==> config.mk <==
export PLATFORM = sky130hd
export DESIGN_NAME = aabb_collision_resolve
export DESIGN_NICKNAME = d
export VERILOG_FILES = /design/src/rtl/acr_pkg.sv /design/src/rtl/acr_side_select.sv /design/src/rtl/acr_push_out.sv /design/src/rtl/aabb_collision_resolve.sv
export SDC_FILE = /design/constraint.sdc
export NUM_CORES = 1
export LEC_CHECK = 0
export ABC_AREA = 1
export BUFFER_PORTS_ARGS = -buffer_cell sky130_fd_sc_hd__buf_2
export CAP_MARGIN = 25
export CORE_MARGIN = 1.5
export CORE_UTILIZATION = 55
export DETAILED_ROUTE_END_ITERATION = 16
export HOLD_SLACK_MARGIN = 0.15
export PLACE_DENSITY = 0.79
export SLEW_MARGIN = 5
export SYNTH_ARGS = -nofsm -noshare
export SYNTH_HDL_FRONTEND = slang
export SYNTH_SLANG_ARGS = --single-unit
==> constraint.sdc <==
create_clock -name clock -period 11.6 [get_ports clock]
set_clock_uncertainty 0.2 [all_clocks]
set_input_delay 0.58 -clock clock [delete_from_list [all_inputs] [get_ports clock]]
set_output_delay 0.58 -clock clock [all_outputs]
set_load 0.01 [all_outputs]
==> src/rtl/acr_pkg.sv <==
// ----------------------------------------------------------------------------
// acr_pkg
// Shared types, constants and helpers for the box collision resolve block.
// ----------------------------------------------------------------------------
package acr_pkg;

   // Field widths.
   localparam int COORD_BITS = 16;
   localparam int SIZE_BITS  = 14;
   localparam int SIDE_BITS  = 4;
   localparam int MOTION_BITS = 4;
   localparam int REFLECT_BITS = 2;

   // Internal arithmetic width: holds any edge coordinate and any depth.
   localparam int MAX_BITS = (COORD_BITS > SIZE_BITS) ? COORD_BITS : SIZE_BITS;
   localparam int EXT_BITS = MAX_BITS + 3;

   // Side indexes, same bit order as the side masks.
   localparam int SIDE_LEFT   = 0;
   localparam int SIDE_RIGHT  = 1;
   localparam int SIDE_TOP    = 2;
   localparam int SIDE_BOTTOM = 3;

   // Motion bits and the side masks that each of them applies.
   localparam int MOTION_X_TRUE  = 0;
   localparam int MOTION_X_FALSE = 1;
   localparam int MOTION_Y_TRUE  = 2;
   localparam int MOTION_Y_FALSE = 3;
   localparam logic [SIDE_BITS-1:0] MASK_NO_LEFT   = 4'd14;
   localparam logic [SIDE_BITS-1:0] MASK_NO_RIGHT  = 4'd13;
   localparam logic [SIDE_BITS-1:0] MASK_NO_TOP    = 4'd11;
   localparam logic [SIDE_BITS-1:0] MASK_NO_BOTTOM = 4'd7;

   // Reflect mask bits.
   localparam int REFLECT_H = 0;
   localparam int REFLECT_V = 1;

   typedef logic signed [COORD_BITS-1:0] coord_type;
   typedef logic        [SIZE_BITS-1:0]  size_type;
   typedef logic signed [EXT_BITS-1:0]   ext_type;
   typedef logic        [SIDE_BITS-1:0]  side_type;

   // Saturation limits in the wide format.
   localparam ext_type COORD_MAX_EXT = ext_type'((64'sd1 <<< (COORD_BITS - 1)) - 64'sd1);
   localparam ext_type COORD_MIN_EXT = ext_type'(-(64'sd1 <<< (COORD_BITS - 1)));

   // One request as held in the input register.
   typedef struct packed {
      coord_type                ball_x;
      coord_type                ball_y;
      size_type                 ball_w;
      size_type                 ball_h;
      coord_type                obs_x;
      coord_type                obs_y;
      size_type                 obs_w;
      size_type                 obs_h;
      logic [MOTION_BITS-1:0]   motion_flags;
      side_type                 allowed_sides;
      logic [REFLECT_BITS-1:0]  reflect_mask;
   } req_type;

   // One result as held in the output register.
   typedef struct packed {
      coord_type  new_x;
      coord_type  new_y;
      side_type   popped_sides;
      logic       reflect_x;
      logic       reflect_y;
   } rsp_type;

   // Side selection handed from the selector to the push-out logic.
   typedef struct packed {
      side_type   popped;
   } sel_type;

   // Sign-extend a coordinate into the wide format.
   function automatic ext_type ext_coord(input coord_type v);
      return ext_type'(v);
   endfunction

   // Zero-extend a size into the wide format.
   function automatic ext_type ext_size(input size_type v);
      ext_type r;
      r = '0;
      r[SIZE_BITS-1:0] = v;
      return r;
   endfunction

   // Clamp a wide value to the coordinate range.
   function automatic coord_type sat_coord(input ext_type v);
      ext_type r;
      if (v > COORD_MAX_EXT) begin
         r = COORD_MAX_EXT;
      end else if (v < COORD_MIN_EXT) begin
         r = COORD_MIN_EXT;
      end else begin
         r = v;
      end
      return coord_type'(r[COORD_BITS-1:0]);
   endfunction

endpackage

==> src/rtl/acr_side_select.sv <==
// ----------------------------------------------------------------------------
// acr_side_select
// Finds the intersected sides and picks the shallowest allowed side plus
// the first other allowed side that ties with it.
// ----------------------------------------------------------------------------
module acr_side_select
   import acr_pkg::*;
(
   input  req_type  req,
   output sel_type  sel
);

   ext_type  bx, by, br, bb;
   ext_type  ox, oy, orr, ob;
   ext_type  depth [SIDE_BITS];
   ext_type  best_depth;
   side_type allow;
   side_type hit;
   side_type cand;
   side_type best;
   side_type tie;
   side_type second;
   logic     overlap;

   // Box edges in the wide format, extents are closed.
   always_comb begin
      bx  = ext_coord(req.ball_x);
      by  = ext_coord(req.ball_y);
      ox  = ext_coord(req.obs_x);
      oy  = ext_coord(req.obs_y);
      br  = bx + ext_size(req.ball_w) - ext_type'(1);
      bb  = by + ext_size(req.ball_h) - ext_type'(1);
      orr = ox + ext_size(req.obs_w) - ext_type'(1);
      ob  = oy + ext_size(req.obs_h) - ext_type'(1);
   end

   // Motion flags knock sides out of the allowed mask.
   always_comb begin
      allow = req.allowed_sides;
      if (req.motion_flags[MOTION_X_TRUE]) begin
         allow = allow & MASK_NO_LEFT;
      end
      if (req.motion_flags[MOTION_X_FALSE]) begin
         allow = allow & MASK_NO_RIGHT;
      end
      if (req.motion_flags[MOTION_Y_TRUE]) begin
         allow = allow & MASK_NO_TOP;
      end
      if (req.motion_flags[MOTION_Y_FALSE]) begin
         allow = allow & MASK_NO_BOTTOM;
      end
   end

   // Overlap test, intersected sides and penetration depths.
   always_comb begin
      overlap = (bx <= br) && (ox <= orr) && (bx <= orr) && (ox <= br) &&
                (by <= bb) && (oy <= ob) && (by <= ob) && (oy <= bb);
      hit[SIDE_LEFT]   = overlap && (bx <= ox) && (ox <= br);
      hit[SIDE_RIGHT]  = overlap && (bx <= orr) && (orr <= br);
      hit[SIDE_TOP]    = overlap && (by <= oy) && (oy <= bb);
      hit[SIDE_BOTTOM] = overlap && (by <= ob) && (ob <= bb);
      depth[SIDE_LEFT]   = br - ox + ext_type'(1);
      depth[SIDE_RIGHT]  = orr - bx + ext_type'(1);
      depth[SIDE_TOP]    = bb - oy + ext_type'(1);
      depth[SIDE_BOTTOM] = ob - by + ext_type'(1);
      cand = hit & allow;
   end

   // Shallowest candidate; an earlier side wins a tie.
   always_comb begin
      for (int i = 0; i < SIDE_BITS; i++) begin
         best[i] = cand[i];
         for (int j = 0; j < SIDE_BITS; j++) begin
            if (j < i) begin
               if (cand[j] && !(depth[i] < depth[j])) begin
                  best[i] = 1'b0;
               end
            end else if (j > i) begin
               if (cand[j] && !(depth[i] <= depth[j])) begin
                  best[i] = 1'b0;
               end
            end
         end
      end
   end

   // First other candidate with the same depth as the winner.
   always_comb begin
      best_depth = '0;
      for (int i = 0; i < SIDE_BITS; i++) begin
         if (best[i]) begin
            best_depth = depth[i];
         end
      end
      for (int i = 0; i < SIDE_BITS; i++) begin
         tie[i] = cand[i] && !best[i] && (depth[i] == best_depth);
      end
      second = tie & (~tie + side_type'(1));
      sel.popped = best | second;
   end

endmodule

==> src/rtl/acr_push_out.sv <==
// ----------------------------------------------------------------------------
// acr_push_out
// Moves the box out along the first popped side and forms the reflect flags.
// ----------------------------------------------------------------------------
module acr_push_out
   import acr_pkg::*;
(
   input  req_type  req,
   input  sel_type  sel,
   output rsp_type  rsp
);

   ext_type nx;
   ext_type ny;

   // Moving out along a side puts the box flush against that edge.
   always_comb begin
      nx = ext_coord(req.ball_x);
      ny = ext_coord(req.ball_y);
      if (sel.popped[SIDE_LEFT]) begin
         nx = ext_coord(req.obs_x) - ext_size(req.ball_w);
      end else if (sel.popped[SIDE_RIGHT]) begin
         nx = ext_coord(req.obs_x) + ext_size(req.obs_w);
      end else if (sel.popped[SIDE_TOP]) begin
         ny = ext_coord(req.obs_y) - ext_size(req.ball_h);
      end else if (sel.popped[SIDE_BOTTOM]) begin
         ny = ext_coord(req.obs_y) + ext_size(req.obs_h);
      end
   end

   // Saturated position and reflect flags.
   always_comb begin
      rsp.new_x        = sat_coord(nx);
      rsp.new_y        = sat_coord(ny);
      rsp.popped_sides = sel.popped;
      rsp.reflect_x    = (sel.popped[SIDE_LEFT] || sel.popped[SIDE_RIGHT]) &&
                         req.reflect_mask[REFLECT_H];
      rsp.reflect_y    = (sel.popped[SIDE_TOP] || sel.popped[SIDE_BOTTOM]) &&
                         req.reflect_mask[REFLECT_V];
   end

endmodule

==> src/rtl/aabb_collision_resolve.sv <==
// ----------------------------------------------------------------------------
// aabb_collision_resolve
// Box against box collision with minimum-penetration push-out.
// ----------------------------------------------------------------------------
//  Channel   Direction  Handshake            Content
//  req_*     in         req_valid/req_stall  moving box, fixed box, flags, masks
//  rsp_*     out        rsp_valid/rsp_stall  new position, popped sides, reflects
//
//  A request is held in the input register and then moves to the
//  result register, whose contents drive the rsp_* ports.
//  One request is accepted per cycle while the response side is not stalled;
//  the single compare-and-select pass between the two registers sets that figure.
//  Reset clears both stage valid bits; no payload is cleared.
//  A stalled response holds the result register, and the input register
//  keeps taking a request until both stages are full.
// ----------------------------------------------------------------------------
module aabb_collision_resolve
   import acr_pkg::*;
(
   input  logic                     clock,
   input  logic                     reset,

   input  logic                     req_valid,
   output logic                     req_stall,
   input  coord_type                req_ball_x,
   input  coord_type                req_ball_y,
   input  size_type                 req_ball_w,
   input  size_type                 req_ball_h,
   input  coord_type                req_obs_x,
   input  coord_type                req_obs_y,
   input  size_type                 req_obs_w,
   input  size_type                 req_obs_h,
   input  logic [MOTION_BITS-1:0]   req_motion_flags,
   input  side_type                 req_allowed_sides,
   input  logic [REFLECT_BITS-1:0]  req_reflect_mask,

   output logic                     rsp_valid,
   input  logic                     rsp_stall,
   output coord_type                rsp_new_x,
   output coord_type                rsp_new_y,
   output side_type                 rsp_popped_sides,
   output logic                     rsp_reflect_x,
   output logic                     rsp_reflect_y
);

   logic    s1_valid_ff, s1_valid_in;
   req_type s1_req_ff, s1_req_in;
   logic    s2_valid_ff, s2_valid_in;
   rsp_type s2_rsp_ff, s2_rsp_in;
   logic    s1_ready;
   logic    s2_ready;
   req_type req_now;
   sel_type sel;
   rsp_type rsp_now;

   // Gather the request ports.
   always_comb begin
      req_now.ball_x        = req_ball_x;
      req_now.ball_y        = req_ball_y;
      req_now.ball_w        = req_ball_w;
      req_now.ball_h        = req_ball_h;
      req_now.obs_x         = req_obs_x;
      req_now.obs_y         = req_obs_y;
      req_now.obs_w         = req_obs_w;
      req_now.obs_h         = req_obs_h;
      req_now.motion_flags  = req_motion_flags;
      req_now.allowed_sides = req_allowed_sides;
      req_now.reflect_mask  = req_reflect_mask;
   end

   // Compute the response from the input register.
   acr_side_select u_side_select (
      .req (s1_req_ff),
      .sel (sel)
   );

   acr_push_out u_push_out (
      .req (s1_req_ff),
      .sel (sel),
      .rsp (rsp_now)
   );

   // Stage flow control.
   always_comb begin
      s2_ready  = !s2_valid_ff || !rsp_stall;
      s1_ready  = !s1_valid_ff || s2_ready;
      req_stall = !s1_ready;

      s1_valid_in = s1_valid_ff;
      s1_req_in   = s1_req_ff;
      if (s1_ready) begin
         s1_valid_in = req_valid;
         s1_req_in   = req_now;
      end

      s2_valid_in = s2_valid_ff;
      s2_rsp_in   = s2_rsp_ff;
      if (s2_ready) begin
         s2_valid_in = s1_valid_ff;
         s2_rsp_in   = rsp_now;
      end
   end

   // Valid bits.
   always_ff @(posedge clock) begin
      if (reset) begin
         s1_valid_ff <= 1'b0;
         s2_valid_ff <= 1'b0;
      end else begin
         s1_valid_ff <= s1_valid_in;
         s2_valid_ff <= s2_valid_in;
      end
   end

   // Payload registers.
   always_ff @(posedge clock) begin
      s1_req_ff <= s1_req_in;
      s2_rsp_ff <= s2_rsp_in;
   end

   // Response ports.
   assign rsp_valid        = s2_valid_ff;
   assign rsp_new_x        = s2_rsp_ff.new_x;
   assign rsp_new_y        = s2_rsp_ff.new_y;
   assign rsp_popped_sides = s2_rsp_ff.popped_sides;
   assign rsp_reflect_x    = s2_rsp_ff.reflect_x;
   assign rsp_reflect_y    = s2_rsp_ff.reflect_y;

   // At most the winner and one tying side are popped.
   a_popped_count : assert property (@(posedge clock) disable iff (reset)
      rsp_valid |-> ($countones(rsp_popped_sides) <= 2))
      else $error("more than two sides popped");

   // A horizontal reflect needs a popped left or right side.
   a_reflect_x : assert property (@(posedge clock) disable iff (reset)
      (rsp_valid && rsp_reflect_x) |->
         (rsp_popped_sides[SIDE_LEFT] || rsp_popped_sides[SIDE_RIGHT]))
      else $error("horizontal reflect without a horizontal side");

   // A vertical reflect needs a popped top or bottom side.
   a_reflect_y : assert property (@(posedge clock) disable iff (reset)
      (rsp_valid && rsp_reflect_y) |->
         (rsp_popped_sides[SIDE_TOP] || rsp_popped_sides[SIDE_BOTTOM]))
      else $error("vertical reflect without a vertical side");

   // A held request moves to the result register when the output is free.
   a_advance : assert property (@(posedge clock) disable iff (reset)
      (s1_valid_ff && !rsp_stall) |=> rsp_valid)
      else $error("request did not advance to the result register");

   // The input side stalls only when both stages are occupied.
   a_stall_full : assert property (@(posedge clock) disable iff (reset)
      req_stall |-> (s1_valid_ff && s2_valid_ff))
      else $error("request stalled with a free stage");

endmodule

==> impl_results.md <==
- Port bufs: between 150 and 200
- Upper clock frequency limit: 90.67 MHz
- Total GRT Usage: 0.4480
- Syn Nets: 4506
- Data arrival, critical path: 11.09 ns
- Avg Inst Size Synth: 7.026 um^2
- Final ANT Viol Nets: 0
- Worst-path maximum fanout: 19
- CP max-delay cell: o21ai_0
- Initial antenna violation count: 3
- Max Root-Sink Buffers: 2
- Wire per inst: between 20 and 25 um
- Worst Slack Setup Final: approximately 0.57 ns
- First-pass GRT wire length: 167600 um
- Mapped Cells: 3840
- Synth area leader: ha_1
- Ranking of synthesized cells by area: ha_1, edfxtp_1, nand2_1
- Static leakage: 16.79 nW
- Post-synthesis sequential area ratio: 0.1885
- Clock latency at the later pin of the worst-skew pair: 0.52 ns
- I/O pin total: 174
- Least-Margin Pin Slew: 1.072 ns
- Clock slew seen by the registers of the worst setup and hold paths: 0.07 ns
- Cell Area, Placed: ~29000 um^2
- Area Growth Syn to Fin: 15.26%
- Number of synthesized flops with an enable pin: 168
- CTS Root Cell: clkbuf_16
- Status: complete, no violations
- Area of the multi-input gates: 19350 um^2
- Setup crit start: s1_req_ff[38]$_DFFE_PN_
- Rel. slew slack: 0.2828
- Post-DP HPWL: around 90000 um
- Wire length on met1: 44730 um
- # placed instances: 4683
- Layout cell share with drive strength beyond 1: 0.1093
- Initial core utilization: 0.5616
- Pins Over Slew Limit: 0
- CTS tree: done
- Worst min-delay path category: reg2reg
- Synth top cells by count: nand2_1, inv_1, ha_1, nand3_1, a21oi_1
- Setup violators final: 0
- Vias in the first global route: 27618
- WL met3: 14130 um
- Clock tree sinks: 170
- Ys async rst share: 0
- Pwr dens: about 190 nW/um^2
- Pre-CTS setup slack: 0.8539 ns
- Row cnt: 80
- Die X: 224.5 um
- # DRC: 0
- Detail-routed via count per cell: 6.019
- Most used cell, CP: nand2_1
- Required time of the critical path: 11.66 ns
- Via count: 29220
- WL met2: 46420 um
- Hold Path Origin: s1_valid_ff$_SDFFE_PP0N_
- Fin. Hold Viols: 0
- Core footprint: 48050 um^2
- Fin crit share: 0.9508
- Final GP Congestion: 1.122
- Routed WL: 113300 um
- Top sig layer: met4
- RSZ-0062 raised after global routing: no
- Die Ht: approximately 220 um
- Final #Nets: approximately 4900
- Reg-to-reg setup timing slack: 0.57 ns
- CP bufs+invs: 5
- Mapped cell area: 26980 um^2
- Top-area cell type share of the netlist area: 0.2421
- H-tree depth: 4
- DR iter-0 viols: between 3000 and 4000
- CP Capture Type: register
- CP Launch Type: register
- CP delay by family, top: simple AND/OR/NAND/NOR gates
- Yosys cell types: 67
- Total number of yosys warnings: 0
- Fin area: 31100 um^2
- Critical path class: reg2reg
- Worst path max stage delay: 0.49 ns
- # fillers: 4236
- Total of max-cap violations: 0
- R2r startpoint: s1_req_ff[38]$_DFFE_PN_
- FF/Latch Area: approximately 5100 um^2
- Crit path time final: 11.03 ns
- Cts bufs inserted: 17
- #FFs+latches synth: 170
- Die area: 50390 um^2
- Largest net degree at the start of global routing: 75
- Most numerous cell in the Yosys netlist: nand2_1
- Synth Flop Type: edfxtp_1
- IR drop worst, VDD: about 150 uV
- GRT Residual Overflow: 0
- Setup_tns: 0 ns
- Finished Layout Cells: ~4900
- Pre-Repair DR Iteration Count: 6
## power breakdown
group          internal [mW]  total (mW)  switching, mW  leakage [nW]
combinational           1.46        4.54           3.08          14.7
clock                  0.342       0.633          0.291         0.298
sequential             0.719       0.770         0.0513          1.80
total                   2.52        5.94           3.42          16.8
## logic make-up (layout without fill, tap and decap cells)
group / after synthesis / in the layout / share of synthesized area
other: 0 / 4 / 0
and+or+nand+nor: 1780 / 1780 / 0.2980
DFF: 170 / 170 / 0.1885
buffers and inverters: 654 / 1050 / 0.09599
AOI/OAI and AO/OA: 540 / 540 / 0.1146
xor gates and xnor gates: 164 / 164 / 0.05351
adders and majority gates: 532 / 532 / 0.2495
## worst reg2reg max path: cells and delay by family (launching register included)
family / cells / cell delay, ns
AND/OR/NAND/NOR: 29 / 3.98
XOR/XNOR: 3 / 1.04
buffers and inverters: 5 / 0.38
adder cells (fa/ha/maj): 5 / 1.66
flip-flops: 1 / 0.45
AO/OA/AOI/OAI: 12 / 3.07
## registers in the layout, summed over array words and instances, names as in the netlist
name,flops
rsp_new_x,16
rsp_new_y,16
rsp_popped_sides,4
rsp_reflect_x,1
rsp_reflect_y,1
rsp_valid,1
s1_req_ff,130
s1_valid_ff,1
## per-stage QoR
step	hold slack (ns)	util	power [mW]
floorplan	0.2301	-	3.439
finish	0.2651	0.6472	5.939
detailed placement	0.2543	0.6057	5.030
CTS	0.2701	0.6459	5.699
global route	0.2770	0.6471	6.316
global placement	0.2454	0.6051	5.033
## path summary, 6_finish.rpt
kind | end | depth (start not counted)
max | rsp_new_y[1]$_SDFFCE_PN1P_ | 54
min reg2reg | rsp_valid$_SDFFE_PP0P_ | 2
min | rsp_valid$_SDFFE_PP0P_ | 2
max reg2reg | rsp_new_y[1]$_SDFFCE_PN1P_ | 54
## final cells by class
class	instances	share of cell area
diodes	4	0.0003219
clock buffers	17	0.01368
clock inverters	15	0.005955
inverters	625	0.07568
multi-input cells	3016	0.6223
flip-flops and latches	170	0.1635
well taps	615	0.02474
repair buffers	393	0.09383
## timing repair
action,in CTS,in global routing
setup endpoints to repair,0,30
hold endpoints to repair,132,0
hold buffers,132,0
gates resized for setup,0,4
setup buffers,0,3
## layer usage
metal / vias up / track usage
li1: 13616 / -
met1: 13297 / 0.5794
met4: 0 / 0.2834
met2: 1911 / 0.6630
met3: 396 / 0.1165
met5: - / 0
## placed cells by master, fill, tap and decap left out, types with 24 or more instances in the layout
| cell type | Yosys | routed |
|---|---|---|
| a21oi_1 | 266 | 266 |
| buf_2 | 8 | 173 |
| buf_4 | 5 | 83 |
| dlygate4sd3_1 | 0 | 132 |
| edfxtp_1 | 168 | 168 |
| ha_1 | 522 | 522 |
| inv_1 | 587 | 586 |
| inv_2 | 30 | 30 |
| nand2_1 | 926 | 925 |
| nand2_2 | 52 | 53 |
| nand3_1 | 309 | 309 |
| nand4_1 | 92 | 92 |
| nor2_1 | 261 | 261 |
| nor3_1 | 24 | 24 |
| o21ai_0 | 120 | 119 |
| o21bai_1 | 44 | 44 |
| xor2_1 | 141 | 137 |
No activity file was read; power rests on OpenSTA's default activity.
